==> src/rtl/esd_pkg.sv <==
// Shared types and constants of the escape sequence decoder.
`default_nettype none

package esd_pkg;

    // Field widths.
    localparam int ESD_BYTE_W   = 8;
    localparam int ESD_STATUS_W = 2;
    localparam int ESD_LEN_W    = 10;
    localparam int ESD_NUM_W    = 10;
    localparam int ESD_DIGIT_W  = 2;

    // Most result beats that one input character can cause.
    localparam int ESD_MAX_RESULTS = 3;
    localparam int ESD_CNT_W       = $clog2(ESD_MAX_RESULTS + 1);
    localparam int ESD_IDX_W       = $clog2(ESD_MAX_RESULTS);

    // Default depth of the command queue between parser and emitter.
    localparam int ESD_QUEUE_DEPTH = 4;

    localparam logic [ESD_LEN_W-1:0] ESD_MAX_LENGTH_RESET = 10'd255;

    // Result status codes.
    localparam logic [ESD_STATUS_W-1:0] ST_BYTE = 2'd0;
    localparam logic [ESD_STATUS_W-1:0] ST_END  = 2'd1;
    localparam logic [ESD_STATUS_W-1:0] ST_OVER = 2'd2;

    // One result beat.
    typedef struct packed {
        logic [ESD_BYTE_W-1:0]   data;
        logic [ESD_STATUS_W-1:0] status;
    } result_t;

    // All the beats caused by one input character, in order.
    typedef struct packed {
        logic [ESD_CNT_W-1:0]               count;
        result_t [ESD_MAX_RESULTS-1:0]      res;
    } cmd_t;

endpackage

`default_nettype wire

==> src/rtl/esd_if.sv <==
// Channel interfaces of the escape sequence decoder: input, result and configuration.
`default_nettype none

interface esd_in_if;
    import esd_pkg::*;
    logic                  valid;
    logic                  ready;
    logic [ESD_BYTE_W-1:0] in_byte;
    logic                  first;

    modport source (output valid, output in_byte, output first, input ready);
    modport sink   (input valid, input in_byte, input first, output ready);
endinterface

interface esd_out_if;
    import esd_pkg::*;
    logic                    valid;
    logic                    ready;
    logic [ESD_BYTE_W-1:0]   out_byte;
    logic [ESD_STATUS_W-1:0] status;
    logic                    last;

    modport source (output valid, output out_byte, output status, output last, input ready);
    modport sink   (input valid, input out_byte, input status, input last, output ready);
endinterface

interface esd_cfg_if;
    import esd_pkg::*;
    logic                 valid;
    logic                 ready;
    logic [ESD_LEN_W-1:0] max_length;

    modport source (output valid, output max_length, input ready);
    modport sink   (input valid, input max_length, output ready);
endinterface

`default_nettype wire

==> src/rtl/esd_parser.sv <==
// Front end: takes input characters, runs the escape parser and builds result commands.
`default_nettype none

module esd_parser (
    input  wire logic          clk,
    input  wire logic          rst_n,
    esd_in_if.sink             in_ch,
    esd_cfg_if.sink            cfg,
    input  wire logic          q_full,
    output logic               q_push,
    output esd_pkg::cmd_t      q_cmd
);
    import esd_pkg::*;

    localparam logic [2:0] MODE_NORMAL = 3'd0;
    localparam logic [2:0] MODE_ESC    = 3'd1;
    localparam logic [2:0] MODE_DEC    = 3'd2;
    localparam logic [2:0] MODE_SIGN   = 3'd3;
    localparam logic [2:0] MODE_HEX    = 3'd4;
    localparam logic [2:0] MODE_START  = 3'd5;

    localparam logic [7:0] CH_NUL       = 8'h00;
    localparam logic [7:0] CH_LF        = 8'h0A;
    localparam logic [7:0] CH_CR        = 8'h0D;
    localparam logic [7:0] CH_QUOTE     = 8'h22;
    localparam logic [7:0] CH_PLUS      = 8'h2B;
    localparam logic [7:0] CH_MINUS     = 8'h2D;
    localparam logic [7:0] CH_ZERO      = 8'h30;
    localparam logic [7:0] CH_NINE      = 8'h39;
    localparam logic [7:0] CH_BACKSLASH = 8'h5C;
    localparam logic [7:0] CH_LOW_A     = 8'h61;
    localparam logic [7:0] CH_LOW_B     = 8'h62;
    localparam logic [7:0] CH_LOW_F     = 8'h66;
    localparam logic [7:0] CH_LOW_N     = 8'h6E;
    localparam logic [7:0] CH_LOW_R     = 8'h72;
    localparam logic [7:0] CH_LOW_T     = 8'h74;
    localparam logic [7:0] CH_LOW_V     = 8'h76;
    localparam logic [7:0] CH_LOW_X     = 8'h78;
    localparam logic [7:0] CASE_BIT     = 8'h20;

    localparam logic [7:0] CODE_BEL = 8'd7;
    localparam logic [7:0] CODE_BS  = 8'd8;
    localparam logic [7:0] CODE_FF  = 8'd12;
    localparam logic [7:0] CODE_LF  = 8'd10;
    localparam logic [7:0] CODE_CR  = 8'd13;
    localparam logic [7:0] CODE_HT  = 8'd9;
    localparam logic [7:0] CODE_VT  = 8'd11;

    // Outcome of handling one character as ordinary text.
    typedef struct packed {
        logic                 hit;
        result_t              res;
        logic                 esc;
        logic                 fin;
        logic [ESD_LEN_W-1:0] pos;
    } plain_t;

    function automatic plain_t do_plain(input logic [7:0] c, input logic [ESD_LEN_W-1:0] pos,
                                        input logic [ESD_LEN_W-1:0] maxl, input logic fin);
        plain_t p;
        p.hit        = 1'b0;
        p.res.data   = '0;
        p.res.status = ST_BYTE;
        p.esc        = 1'b0;
        p.fin        = fin;
        p.pos        = pos;
        if (!fin) begin
            if (pos >= maxl) begin
                p.hit        = 1'b1;
                p.res.status = ST_OVER;
                p.fin        = 1'b1;
            end else if (c == CH_BACKSLASH) begin
                p.esc = 1'b1;
            end else if (c == CH_CR || c == CH_LF || c == CH_QUOTE || c == CH_NUL) begin
                p.hit        = 1'b1;
                p.res.status = ST_END;
                p.fin        = 1'b1;
            end else begin
                p.hit      = 1'b1;
                p.res.data = c;
                p.pos      = pos + 1'b1;
            end
        end
        return p;
    endfunction

    function automatic cmd_t push_res(input cmd_t cmd, input result_t r);
        cmd_t o;
        o = cmd;
        if (cmd.count < ESD_CNT_W'(ESD_MAX_RESULTS)) begin
            o.res[cmd.count[ESD_IDX_W-1:0]] = r;
            o.count = cmd.count + 1'b1;
        end
        return o;
    endfunction

    function automatic result_t byte_res(input logic [7:0] b);
        result_t r;
        r.data   = b;
        r.status = ST_BYTE;
        return r;
    endfunction

    // Control code for an escaped letter, or the character itself.
    function automatic logic [7:0] esc_code(input logic [7:0] c);
        logic [7:0] code;
        unique case (c | CASE_BIT)
            CH_LOW_A: code = CODE_BEL;
            CH_LOW_B: code = CODE_BS;
            CH_LOW_F: code = CODE_FF;
            CH_LOW_N: code = CODE_LF;
            CH_LOW_R: code = CODE_CR;
            CH_LOW_T: code = CODE_HT;
            CH_LOW_V: code = CODE_VT;
            default:  code = c;
        endcase
        return code;
    endfunction

    // Hex digit value with a valid flag in the top bit.
    function automatic logic [4:0] hex_val(input logic [7:0] c);
        logic [4:0] h;
        h = '0;
        if (c >= CH_ZERO && c <= CH_NINE) begin
            h = {1'b1, 4'(c - CH_ZERO)};
        end else if ((c | CASE_BIT) >= CH_LOW_A && (c | CASE_BIT) <= CH_LOW_F) begin
            h = {1'b1, 4'((c | CASE_BIT) - CH_LOW_A + 8'd10)};
        end
        return h;
    endfunction

    function automatic logic [7:0] num_byte(input logic [ESD_NUM_W-1:0] v, input logic neg);
        logic [ESD_NUM_W-1:0] t;
        t = neg ? (ESD_NUM_W'(0) - v) : v;
        return t[7:0];
    endfunction

    logic [2:0]             mode_reg, mode_next;
    logic [ESD_NUM_W-1:0]   nv_reg, nv_next;
    logic [ESD_DIGIT_W-1:0] dc_reg, dc_next;
    logic                   neg_reg, neg_next;
    logic [ESD_LEN_W-1:0]   pos_reg, pos_next;
    logic                   fin_reg, fin_next;
    logic [ESD_LEN_W-1:0]   max_len_reg;

    logic [2:0]             e_mode;
    logic [ESD_NUM_W-1:0]   e_nv;
    logic [ESD_DIGIT_W-1:0] e_dc;
    logic                   e_neg;
    logic [ESD_LEN_W-1:0]   e_pos;
    logic                   e_fin;

    logic [7:0]             c;
    logic                   is_digit;
    logic [3:0]             digit;
    logic [4:0]             hex;
    logic [ESD_NUM_W-1:0]   dec_acc;
    logic [ESD_DIGIT_W-1:0] dc_inc;
    logic [ESD_NUM_W-1:0]   hex_acc;
    logic [7:0]             sign_char;
    plain_t                 pa;
    plain_t                 pb;
    cmd_t                   cmd;
    logic                   accept;

    assign c        = in_ch.in_byte;
    assign is_digit = (c >= CH_ZERO) && (c <= CH_NINE);
    assign digit    = 4'(c - CH_ZERO);
    assign hex      = hex_val(c);
    assign dc_inc   = e_dc + 1'b1;
    assign dec_acc  = (e_nv << 3) + (e_nv << 1) + ESD_NUM_W'(digit);
    assign hex_acc  = ESD_NUM_W'({e_nv[3:0], hex[3:0]});
    assign sign_char = e_neg ? CH_MINUS : CH_PLUS;

    assign accept      = in_ch.valid && in_ch.ready;
    assign in_ch.ready = !q_full;
    assign cfg.ready   = 1'b1;

    always_comb
    begin
        e_mode = in_ch.first ? MODE_START : mode_reg;
        e_nv   = in_ch.first ? '0 : nv_reg;
        e_dc   = in_ch.first ? '0 : dc_reg;
        e_neg  = in_ch.first ? 1'b0 : neg_reg;
        e_pos  = in_ch.first ? '0 : pos_reg;
        e_fin  = in_ch.first ? 1'b0 : fin_reg;

        mode_next = e_mode;
        nv_next   = e_nv;
        dc_next   = e_dc;
        neg_next  = e_neg;
        pos_next  = e_pos;
        fin_next  = e_fin;
        cmd       = '0;
        pa        = '0;
        pb        = '0;

        if (!e_fin) begin
            unique case (e_mode)
                MODE_START:
                begin
                    mode_next = MODE_NORMAL;
                    if (c != CH_QUOTE) begin
                        pa = do_plain(c, e_pos, max_len_reg, 1'b0);
                        if (pa.hit) cmd = push_res(cmd, pa.res);
                        mode_next = pa.esc ? MODE_ESC : MODE_NORMAL;
                        fin_next  = pa.fin;
                        pos_next  = pa.pos;
                    end
                end
                MODE_ESC:
                begin
                    nv_next  = '0;
                    dc_next  = '0;
                    neg_next = 1'b0;
                    if (is_digit) begin
                        nv_next   = ESD_NUM_W'(digit);
                        dc_next   = ESD_DIGIT_W'(1);
                        mode_next = MODE_DEC;
                    end else if (c == CH_PLUS) begin
                        mode_next = MODE_SIGN;
                    end else if (c == CH_MINUS) begin
                        neg_next  = 1'b1;
                        mode_next = MODE_SIGN;
                    end else if ((c | CASE_BIT) == CH_LOW_X) begin
                        mode_next = MODE_HEX;
                    end else begin
                        cmd       = push_res(cmd, byte_res(esc_code(c)));
                        pos_next  = e_pos + 1'b1;
                        mode_next = MODE_NORMAL;
                    end
                end
                MODE_DEC:
                begin
                    if (is_digit) begin
                        nv_next = dec_acc;
                        dc_next = dc_inc;
                        if (dc_inc >= ESD_DIGIT_W'(3)) begin
                            cmd       = push_res(cmd, byte_res(num_byte(dec_acc, e_neg)));
                            pos_next  = e_pos + 1'b1;
                            mode_next = MODE_NORMAL;
                        end
                    end else begin
                        cmd = push_res(cmd, byte_res(num_byte(e_nv, e_neg)));
                        pa  = do_plain(c, e_pos + 1'b1, max_len_reg, 1'b0);
                        if (pa.hit) cmd = push_res(cmd, pa.res);
                        mode_next = pa.esc ? MODE_ESC : MODE_NORMAL;
                        fin_next  = pa.fin;
                        pos_next  = pa.pos;
                    end
                end
                MODE_SIGN:
                begin
                    if (is_digit) begin
                        nv_next   = ESD_NUM_W'(digit);
                        dc_next   = ESD_DIGIT_W'(1);
                        mode_next = MODE_DEC;
                    end else begin
                        // A lone sign yields a zero byte, then the sign, then c.
                        neg_next = 1'b0;
                        cmd = push_res(cmd, byte_res(8'd0));
                        pa  = do_plain(sign_char, e_pos + 1'b1, max_len_reg, 1'b0);
                        if (pa.hit) cmd = push_res(cmd, pa.res);
                        pb  = do_plain(c, pa.pos, max_len_reg, pa.fin);
                        if (pb.hit) cmd = push_res(cmd, pb.res);
                        mode_next = pb.esc ? MODE_ESC : MODE_NORMAL;
                        fin_next  = pb.fin;
                        pos_next  = pb.pos;
                    end
                end
                MODE_HEX:
                begin
                    if (hex[4]) begin
                        nv_next = hex_acc;
                        dc_next = dc_inc;
                        if (dc_inc >= ESD_DIGIT_W'(2)) begin
                            cmd       = push_res(cmd, byte_res(hex_acc[7:0]));
                            pos_next  = e_pos + 1'b1;
                            mode_next = MODE_NORMAL;
                        end
                    end else begin
                        cmd = push_res(cmd, byte_res(e_nv[7:0]));
                        pa  = do_plain(c, e_pos + 1'b1, max_len_reg, 1'b0);
                        if (pa.hit) cmd = push_res(cmd, pa.res);
                        mode_next = pa.esc ? MODE_ESC : MODE_NORMAL;
                        fin_next  = pa.fin;
                        pos_next  = pa.pos;
                    end
                end
                default:
                begin
                    pa = do_plain(c, e_pos, max_len_reg, 1'b0);
                    if (pa.hit) cmd = push_res(cmd, pa.res);
                    mode_next = pa.esc ? MODE_ESC : MODE_NORMAL;
                    fin_next  = pa.fin;
                    pos_next  = pa.pos;
                end
            endcase
        end
    end

    assign q_push = accept && (cmd.count != '0);
    assign q_cmd  = cmd;

    always_ff @(posedge clk or negedge rst_n)
    begin
        if (!rst_n) begin
            mode_reg    <= MODE_START;
            nv_reg      <= '0;
            dc_reg      <= '0;
            neg_reg     <= 1'b0;
            pos_reg     <= '0;
            fin_reg     <= 1'b0;
            max_len_reg <= ESD_MAX_LENGTH_RESET;
        end else begin
            if (accept) begin
                mode_reg <= mode_next;
                nv_reg   <= nv_next;
                dc_reg   <= dc_next;
                neg_reg  <= neg_next;
                pos_reg  <= pos_next;
                fin_reg  <= fin_next;
            end
            if (cfg.valid && cfg.ready) begin
                max_len_reg <= cfg.max_length;
            end
        end
    end

endmodule

`default_nettype wire

==> src/rtl/esd_cmd_queue.sv <==
// Short command queue between the parser and the result emitter.
`default_nettype none

module esd_cmd_queue #(
    parameter int DEPTH = esd_pkg::ESD_QUEUE_DEPTH
) (
    input  wire logic          clk,
    input  wire logic          rst_n,
    input  wire logic          push,
    input  wire esd_pkg::cmd_t push_cmd,
    output logic               full,
    input  wire logic          pop,
    output esd_pkg::cmd_t      head_cmd,
    output logic               empty
);
    import esd_pkg::*;

    localparam int PTR_W = (DEPTH > 1) ? $clog2(DEPTH) : 1;
    localparam int CNT_W = $clog2(DEPTH + 1);

    cmd_t             mem_reg [DEPTH];
    logic [PTR_W-1:0] wr_ptr_reg, wr_ptr_next;
    logic [PTR_W-1:0] rd_ptr_reg, rd_ptr_next;
    logic [CNT_W-1:0] count_reg, count_next;
    logic             do_push;
    logic             do_pop;

    assign full     = (count_reg == CNT_W'(DEPTH));
    assign empty    = (count_reg == '0);
    assign do_push  = push && !full;
    assign do_pop   = pop && !empty;
    assign head_cmd = mem_reg[rd_ptr_reg];

    always_comb
    begin
        wr_ptr_next = wr_ptr_reg;
        rd_ptr_next = rd_ptr_reg;
        count_next  = count_reg;
        if (do_push) begin
            wr_ptr_next = (wr_ptr_reg == PTR_W'(DEPTH - 1)) ? '0 : wr_ptr_reg + 1'b1;
        end
        if (do_pop) begin
            rd_ptr_next = (rd_ptr_reg == PTR_W'(DEPTH - 1)) ? '0 : rd_ptr_reg + 1'b1;
        end
        if (do_push && !do_pop) begin
            count_next = count_reg + 1'b1;
        end else if (do_pop && !do_push) begin
            count_next = count_reg - 1'b1;
        end
    end

    always_ff @(posedge clk or negedge rst_n)
    begin
        if (!rst_n) begin
            wr_ptr_reg <= '0;
            rd_ptr_reg <= '0;
            count_reg  <= '0;
        end else begin
            wr_ptr_reg <= wr_ptr_next;
            rd_ptr_reg <= rd_ptr_next;
            count_reg  <= count_next;
        end
    end

    always_ff @(posedge clk)
    begin
        if (do_push) begin
            mem_reg[wr_ptr_reg] <= push_cmd;
        end
    end

endmodule

`default_nettype wire

==> src/rtl/esd_emitter.sv <==
// Back end: plays each queued command out as one to three result beats.
`default_nettype none

module esd_emitter (
    input  wire logic          clk,
    input  wire logic          rst_n,
    input  wire esd_pkg::cmd_t head_cmd,
    input  wire logic          empty,
    output logic               pop,
    esd_out_if.source          out_ch
);
    import esd_pkg::*;

    logic [ESD_IDX_W-1:0] idx_reg, idx_next;
    logic                 is_last;
    logic                 beat;
    result_t              cur;

    assign cur     = head_cmd.res[idx_reg];
    assign is_last = (ESD_CNT_W'(idx_reg) == head_cmd.count - 1'b1);
    assign beat    = out_ch.valid && out_ch.ready;
    assign pop     = beat && is_last;

    assign out_ch.valid    = !empty;
    assign out_ch.out_byte = cur.data;
    assign out_ch.status   = cur.status;
    assign out_ch.last     = is_last;

    always_comb
    begin
        idx_next = idx_reg;
        if (beat) begin
            idx_next = is_last ? '0 : idx_reg + 1'b1;
        end
    end

    always_ff @(posedge clk or negedge rst_n)
    begin
        if (!rst_n) begin
            idx_reg <= '0;
        end else begin
            idx_reg <= idx_next;
        end
    end

endmodule

`default_nettype wire

==> src/rtl/escape_sequence_decoder.sv <==
// Top level of the escape sequence decoder: parser, command queue and result emitter.
`default_nettype none

// The decoder takes a quoted C-style string one raw character per input beat, with
// first set on the opening character, and returns the decoded bytes as result beats.
// The parser takes a character in every cycle in which the command queue has room:
// its whole escape state (mode, running number, digit count, sign, output position)
// updates in that cycle, and it turns the character into a command holding the
// zero to three results that the character causes. The emitter plays each command out
// at one result beat per cycle while the result side is ready, with last set on the
// final beat of that character. A character that ends a lone sign escape (zero byte,
// the sign, then itself) gives up to three result beats; the queue of QUEUE_DEPTH
// commands absorbs such bursts and lets either side stall without stopping the other.
// Characters that cause no result (a backslash, escape digits, anything after the
// string ended) never enter the queue. Status 0 carries a decoded byte, status 1 marks
// the terminator (an unescaped CR, LF, quote or NUL) and status 2 marks overflow,
// raised by the first character that arrives once max_length bytes were produced;
// after either, characters give nothing until the next first. max_length is written
// through the configuration channel, which is always ready, and resets to 255.
module escape_sequence_decoder #(
    parameter int QUEUE_DEPTH = esd_pkg::ESD_QUEUE_DEPTH
) (
    input  wire logic   clk,
    input  wire logic   rst_n,
    esd_in_if.sink      in_ch,
    esd_out_if.source   out_ch,
    esd_cfg_if.sink     cfg
);
    import esd_pkg::*;

    logic q_push;
    logic q_full;
    logic q_pop;
    logic q_empty;
    cmd_t q_in_cmd;
    cmd_t q_head_cmd;

    // The parser decides every result of a character at the moment it is accepted.
    esd_parser u_parser (
        .clk    (clk),
        .rst_n  (rst_n),
        .in_ch  (in_ch),
        .cfg    (cfg),
        .q_full (q_full),
        .q_push (q_push),
        .q_cmd  (q_in_cmd)
    );

    // The queue decouples the input side from the result side.
    esd_cmd_queue #(
        .DEPTH (QUEUE_DEPTH)
    ) u_queue (
        .clk      (clk),
        .rst_n    (rst_n),
        .push     (q_push),
        .push_cmd (q_in_cmd),
        .full     (q_full),
        .pop      (q_pop),
        .head_cmd (q_head_cmd),
        .empty    (q_empty)
    );

    // The emitter pops a command once its last beat has been taken.
    esd_emitter u_emitter (
        .clk      (clk),
        .rst_n    (rst_n),
        .head_cmd (q_head_cmd),
        .empty    (q_empty),
        .pop      (q_pop),
        .out_ch   (out_ch)
    );

endmodule

`default_nettype wire
==> src/flat_wrapper.sv <==
// flat-port wrapper written by rule: the top's interface ports become plain ports
module escape_sequence_decoder_flat import esd_pkg::*;
#(
    parameter int QUEUE_DEPTH = esd_pkg::ESD_QUEUE_DEPTH
)
  (clk, rst_n, in_ch_valid, in_ch_in_byte, in_ch_first, in_ch_ready, out_ch_valid, out_ch_out_byte, out_ch_status, out_ch_last, out_ch_ready, cfg_valid, cfg_max_length, cfg_ready);
  esd_in_if in_ch_i ();
  esd_out_if out_ch_i ();
  esd_cfg_if cfg_i ();
  input  wire logic clk;
  input  wire logic rst_n;
  input wire logic [$bits(in_ch_i.valid)-1:0] in_ch_valid;
  input wire logic [$bits(in_ch_i.in_byte)-1:0] in_ch_in_byte;
  input wire logic [$bits(in_ch_i.first)-1:0] in_ch_first;
  output wire logic [$bits(in_ch_i.ready)-1:0] in_ch_ready;
  output wire logic [$bits(out_ch_i.valid)-1:0] out_ch_valid;
  output wire logic [$bits(out_ch_i.out_byte)-1:0] out_ch_out_byte;
  output wire logic [$bits(out_ch_i.status)-1:0] out_ch_status;
  output wire logic [$bits(out_ch_i.last)-1:0] out_ch_last;
  input wire logic [$bits(out_ch_i.ready)-1:0] out_ch_ready;
  input wire logic [$bits(cfg_i.valid)-1:0] cfg_valid;
  input wire logic [$bits(cfg_i.max_length)-1:0] cfg_max_length;
  output wire logic [$bits(cfg_i.ready)-1:0] cfg_ready;
  assign in_ch_i.valid = in_ch_valid;
  assign in_ch_i.in_byte = in_ch_in_byte;
  assign in_ch_i.first = in_ch_first;
  assign in_ch_ready = in_ch_i.ready;
  assign out_ch_valid = out_ch_i.valid;
  assign out_ch_out_byte = out_ch_i.out_byte;
  assign out_ch_status = out_ch_i.status;
  assign out_ch_last = out_ch_i.last;
  assign out_ch_i.ready = out_ch_ready;
  assign cfg_i.valid = cfg_valid;
  assign cfg_i.max_length = cfg_max_length;
  assign cfg_ready = cfg_i.ready;
  escape_sequence_decoder #(.QUEUE_DEPTH(QUEUE_DEPTH)) u_core (.clk(clk), .rst_n(rst_n), .in_ch(in_ch_i), .out_ch(out_ch_i), .cfg(cfg_i));
endmodule
==> config.mk <==
export PLATFORM = sky130hd
export DESIGN_NAME = escape_sequence_decoder_flat
export DESIGN_NICKNAME = d
export VERILOG_FILES = /design/src/rtl/esd_pkg.sv /design/src/rtl/esd_if.sv /design/src/rtl/esd_parser.sv /design/src/rtl/esd_cmd_queue.sv /design/src/rtl/esd_emitter.sv /design/src/rtl/escape_sequence_decoder.sv /design/src/flat_wrapper.sv
export SDC_FILE = /design/constraint.sdc
export NUM_CORES = 1
export LEC_CHECK = 0
export BUFFER_PORTS_ARGS = -buffer_cell sky130_fd_sc_hd__buf_2
export CAP_MARGIN = 20
export CORE_MARGIN = 2
export CORE_UTILIZATION = 55
export CTS_BUF_LIST = sky130_fd_sc_hd__clkbuf_4
export DETAILED_ROUTE_END_ITERATION = 10
export PLACE_DENSITY = 0.68
export REMOVE_ABC_BUFFERS = 1
export SLEW_MARGIN = 25
export SYNTH_ARGS = -nofsm -noshare
export SYNTH_HDL_FRONTEND = slang
export SYNTH_SLANG_ARGS = --single-unit
==> constraint.sdc <==
create_clock -name clk -period 8.3 [get_ports clk]
set_input_delay 1.66 -clock clk [delete_from_list [all_inputs] [get_ports clk]]
set_output_delay 1.66 -clock clk [all_outputs]
set_load 0.005 [all_outputs]
[After elaboration in Yosys (flattened, before gate mapping)]
Memory sizes are Yosys's and may differ from the RTL's.
Index checks and enable logic that the tools add are counted.
Operators by class
  add/subtract/negate cells: 21
  order comparisons: 22
  equal/unequal tests: 28
  mux-type cells: 188
  reductions and logical operators: 30
Operators with widths (count)
  $mux 32: 15
  $mux 23: 18
  $mux 10: 39
  $mux 31: 9
  $pmux 32 s5: 1
  $bwmux 30: 4
  $demux 10 s2: 4
  $mux 11: 6
  $eq 7x6->1 const B: 8
  $mux 8: 7
  $pmux 8 s7: 1
  $pmux 10 s5: 1
  $mux 2: 21
  $pmux 10 s4: 1
  $mux 1: 39
  $mux 3: 13
  $add 10x1->10 const B: 3
  $ge 10x10->1: 3
  $eq 8x6->1 const B: 3
  $bmux 10 s2: 1
  $add 2x1->2 const B: 8
  $eq 8x4->1 const B: 2
  $logic_not 8->1: 2
  $sub 1x8->8 const A: 2
  38 further kinds: 78
Word-level totals
  register bits: 46
  memory bits (writable): 128
  logic and storage cells: 301
  memories: 1
Memory list
  u_core.u_queue.mem_reg: depth 4, bits a word 32, rd ports 1, clocked after memory_dff 0, write ports 1, line esd_cmd_queue.sv:21  | cmd_t mem_reg [DEPTH];

[Logic depth before layout (Yosys ltp)]
  word-level depth: 35
  depth in mapped cells: 31
  depth with buffers taken out: 27

[Modules after synthesis]
From an unflattened synthesis, not the netlist that was laid out.
Second synthesis, totals
  cells, all modules: 1185
  area total of the unflattened synthesis: 11746.3 µm²
Modules (own cells, without submodules)
  esd_parser: instances 1, cells an instance 929, area an instance 6336.1 µm²
  esd_cmd_queue: instances 1, cells an instance 205, area an instance 5056.1 µm²
  esd_emitter: instances 1, cells an instance 51, area an instance 354.1 µm²

[Worst setup path before layout]
OpenSTA, ideal clock, no wires.
  path kind: input to register
  start point: input in_ch_first
  end point: register u_core.u_queue.count_reg[1]
  setup time: 0.125 ns
  arrival time: 7.484 ns
  path slack: 0.692 ns
  stages on the path: 28
  cells stage by stage: buf_2 -> buf_2 -> buf_2 -> clkbuf_1 -> nor3_1 -> a21oi_1 -> clkinv_1 -> ha_1 -> nand4_1 -> o21bai_1 -> nand2_1 -> clkbuf_1 -> buf_1 -> nor2_1 -> xor2_1 -> ha_1 -> a2111oi_0 -> o21ai_0 -> o21ai_0 -> a21oi_1 -> o21ai_0 -> a21oi_1 -> a211o_1 -> o21a_2 -> ha_1 -> inv_1 -> fa_1 -> mux2_2
RTL lines
  from (decl): line flat_wrapper.sv:14  | input wire logic [$bits(in_ch_i.first)-1:0] in_ch_first;
  to (signal assigned): line esd_cmd_queue.sv:61  | count_reg <= count_next;
  to (decl): line esd_cmd_queue.sv:24  | logic [CNT_W-1:0] count_reg, count_next;

==> results.yml <==
die:
  io_pins: 38
  dieArea_sq_um: 22400
  rows: 53
  fp.coreArea_sq_um: 20900
  chipHeight_um: 150
  die_x_um: 150
  start_util: 0.557
final_layout:
  final_common_cell: "edfxtp_1"
  fillers: 1804
  layout_common_cells: "edfxtp_1, nor2_1, o21ai_0"
  fin_nets: 1277
  design_area_sq_um: 12400
  drive_above_1_share: 0.140
  largest_reg_flops: 128
  area_delta_synth_final_pct: 6.69
setup_path:
  cp-end-kind: "flop"
  critical-path-top-delay-family: "compound AO/OA/AOI/OAI gates"
  cp.required_ns: 8.80
  arrival_ns: 7.88
  crit_fanout: 40
  critical_path_class: "input pin to flop"
  path_buf_inv: 5
  cp_slowest_cell: "a2111oi_0"
  startpoint_type: "input pin"
  max_stage_delay_ns: 0.63
clock_tree:
  cts_hold_buf: 0
  clkTransAtPathRegs_ns: 0.17
  ctsRootBufferMaster: "clkbuf_4"
  cts_resized: 0
  clk_latency_ns: 0.59
  max-clock-path-buffers: 2
  clkSinkCount: 172
  cts_tree: "done"
  cts_buffers: 17
  cts_setup_buffers: 0
  cts_htree_levels: 4
timing:
  drv_slew: 0
  max_freq_mhz: 136
  period_needed_ns: 7.37
  rsz0062_at_grt: "false"
  postLayoutSetupSlackWorst_ns: 0.925
  hold_slack_ns: 0.503
  slew_headroom: 0.240
  fin_crit_sh: 0.889
  hold_viol_final: 0
  clock_skew_ns: 0.0343
  fin_setup_tns_ns: 0
  worst_pin_slew_ns: 1.13
  setup_violations: 0
place:
  gp_congestion: 0.994
  place_area_sq_um: 12100
  port-buffer-count: 36
  hpwl_um: 23900
  dp_slack_ns: 0.536
power:
  power-per-cell-area_nw_per_um2: 258
  ir_drop_mv: 0.115
  seq_power_share: 0.377
  netSwitchingFraction: 0.418
  leakagePower_nw: 4.74
  combinationalPowerShare: 0.466
  p_sw_mw: 1.34
  power_mw: 3.21
  power.internal_mw: 1.87
  power.share.clock: 0.158
synth:
  avgSynthCellArea_sq_um: 9.85
  yosysWarningCount: 0
  syn_area_sq_um: 11600
  synth_cell_types: 87
  synth_edf_count: 128
  ys_seq_area_frac: 0.426
  ys_seq_elements: 172
  synth_ff_type: "edfxtp_1"
  async_flop_share: 0.256
  syn_inst: 1182
run:
  max_cap_violations: 0
route:
  remaining_drc_errors: 0
  drt_pass1_iterations: 6
  wl_um: 34000
  ant_nets: 0
  vias: 9809
  via_per_inst: 6.60
  avgRoutedWirePerCell_um: 22.9
  drt-initial-drc-count: 1175
global_route:
  use_met2: 0.486
  grt_pass1_vias: 9287
  grt_antenna_before_repair: 1
  grt_pass1_wl_um: 53300
  grt.busiest_layer: "met2"
  grt_use_total: 0.311
  use_met1: 0.444
  grt_overflow: 0
  grt_max_degree: 45
  use_met3: 0.0448
run_status:
  status: "completed"
min_path:
  worstHoldPathType: "flop to flop"
cells in the mapped netlist, drive strengths merged (19+ instances only):
cell type | number | area (sq um)
a21oi | 86 | 442
buf | 22 | 104
clkbuf | 52 | 195
dfrtp | 34 | 851
edfxtp | 128 | 3840
ha | 53 | 663
inv | 51 | 191
mux2i | 19 | 190
mux4 | 32 | 721
nand2 | 98 | 368
nand2b | 23 | 144
nand3 | 28 | 140
nor2 | 103 | 394
nor3 | 29 | 145
o21ai | 100 | 504
o22ai | 25 | 156
xnor2 | 25 | 219
xor2 | 22 | 200
power by group through the flow:
| stage | logic (mW) | registers (mW) | clock network, mW |
|---|---|---|---|
| detailed placement | 1.48 | 1.22 | 0 |
| CTS | 1.48 | 1.20 | 0.513 |
| floorplan | 0.942 | 1.26 | 0 |
| global placement | 1.46 | 1.22 | 0 |
| finish | 1.49 | 1.21 | 0.506 |
| global route | 1.63 | 1.22 | 0.550 |
final cells by class:
type                       instances  area (sq um)  area share
antenna                            1          2.50    0.000201
timing repair buffer              70           435      0.0350
clock buffer                      17           128      0.0103
tap                              275           344      0.0277
multi-input combinational        884          6190       0.498
sequential                       172          4960       0.399
clock inverter                    15           168      0.0135
inverter                          52           195      0.0157
final timing paths:
check,from,depth (start not counted),to,slack [ns]
worst max-delay path,in_ch_first,27,u_core.u_queue.count_reg[1]$_DFFE_PN0P_,0.93
min in group asynchronous,rst_n,2,u_core.u_emitter.idx_reg[1]$_DFFE_PN0P_,1.14
worst min register to register,u_core.u_queue.count_reg[2]$_DFFE_PN0P_,1,u_core.u_queue.count_reg[2]$_DFFE_PN0P_,0.50
max in group asynchronous,rst_n,2,u_core.u_parser.pos_reg[0]$_DFFE_PN0P_,6.69
worst min-delay path,u_core.u_queue.count_reg[2]$_DFFE_PN0P_,1,u_core.u_queue.count_reg[2]$_DFFE_PN0P_,0.50
worst max register to register,u_core.u_parser.pos_reg[2]$_DFFE_PN0P_,24,u_core.u_queue.count_reg[1]$_DFFE_PN0P_,1.33
per-stage QoR:
stage / std cells / util
after global routing: 1486 / 0.595
after global placement: 1453 / 0.581
after floorplan: 1108 / -
after CTS: 1485 / 0.595
after detailed placement: 1453 / 0.581
final: 1486 / 0.595
kinds of logic (layout without fill, tap and decap cells):
kind of cell	after synthesis	in the layout	synth area share
mux	58	58	0.0856
flops	172	172	0.426
buf+inv	126	154	0.0424
fa+ha+maj	56	56	0.0621
compound gates	336	336	0.183
xor+xnor	47	47	0.0360
simple gates	386	386	0.164
other cells	1	2	0.000322
per-layer routing:
layer | vias up | wire [um]
li1 | 4475 | -
met1 | 4726 | 14500
met2 | 519 | 15900
met3 | 89 | 2690
met4 | 0 | 982
met5 | - | 0
No activity file was read; power rests on OpenSTA's default activity.
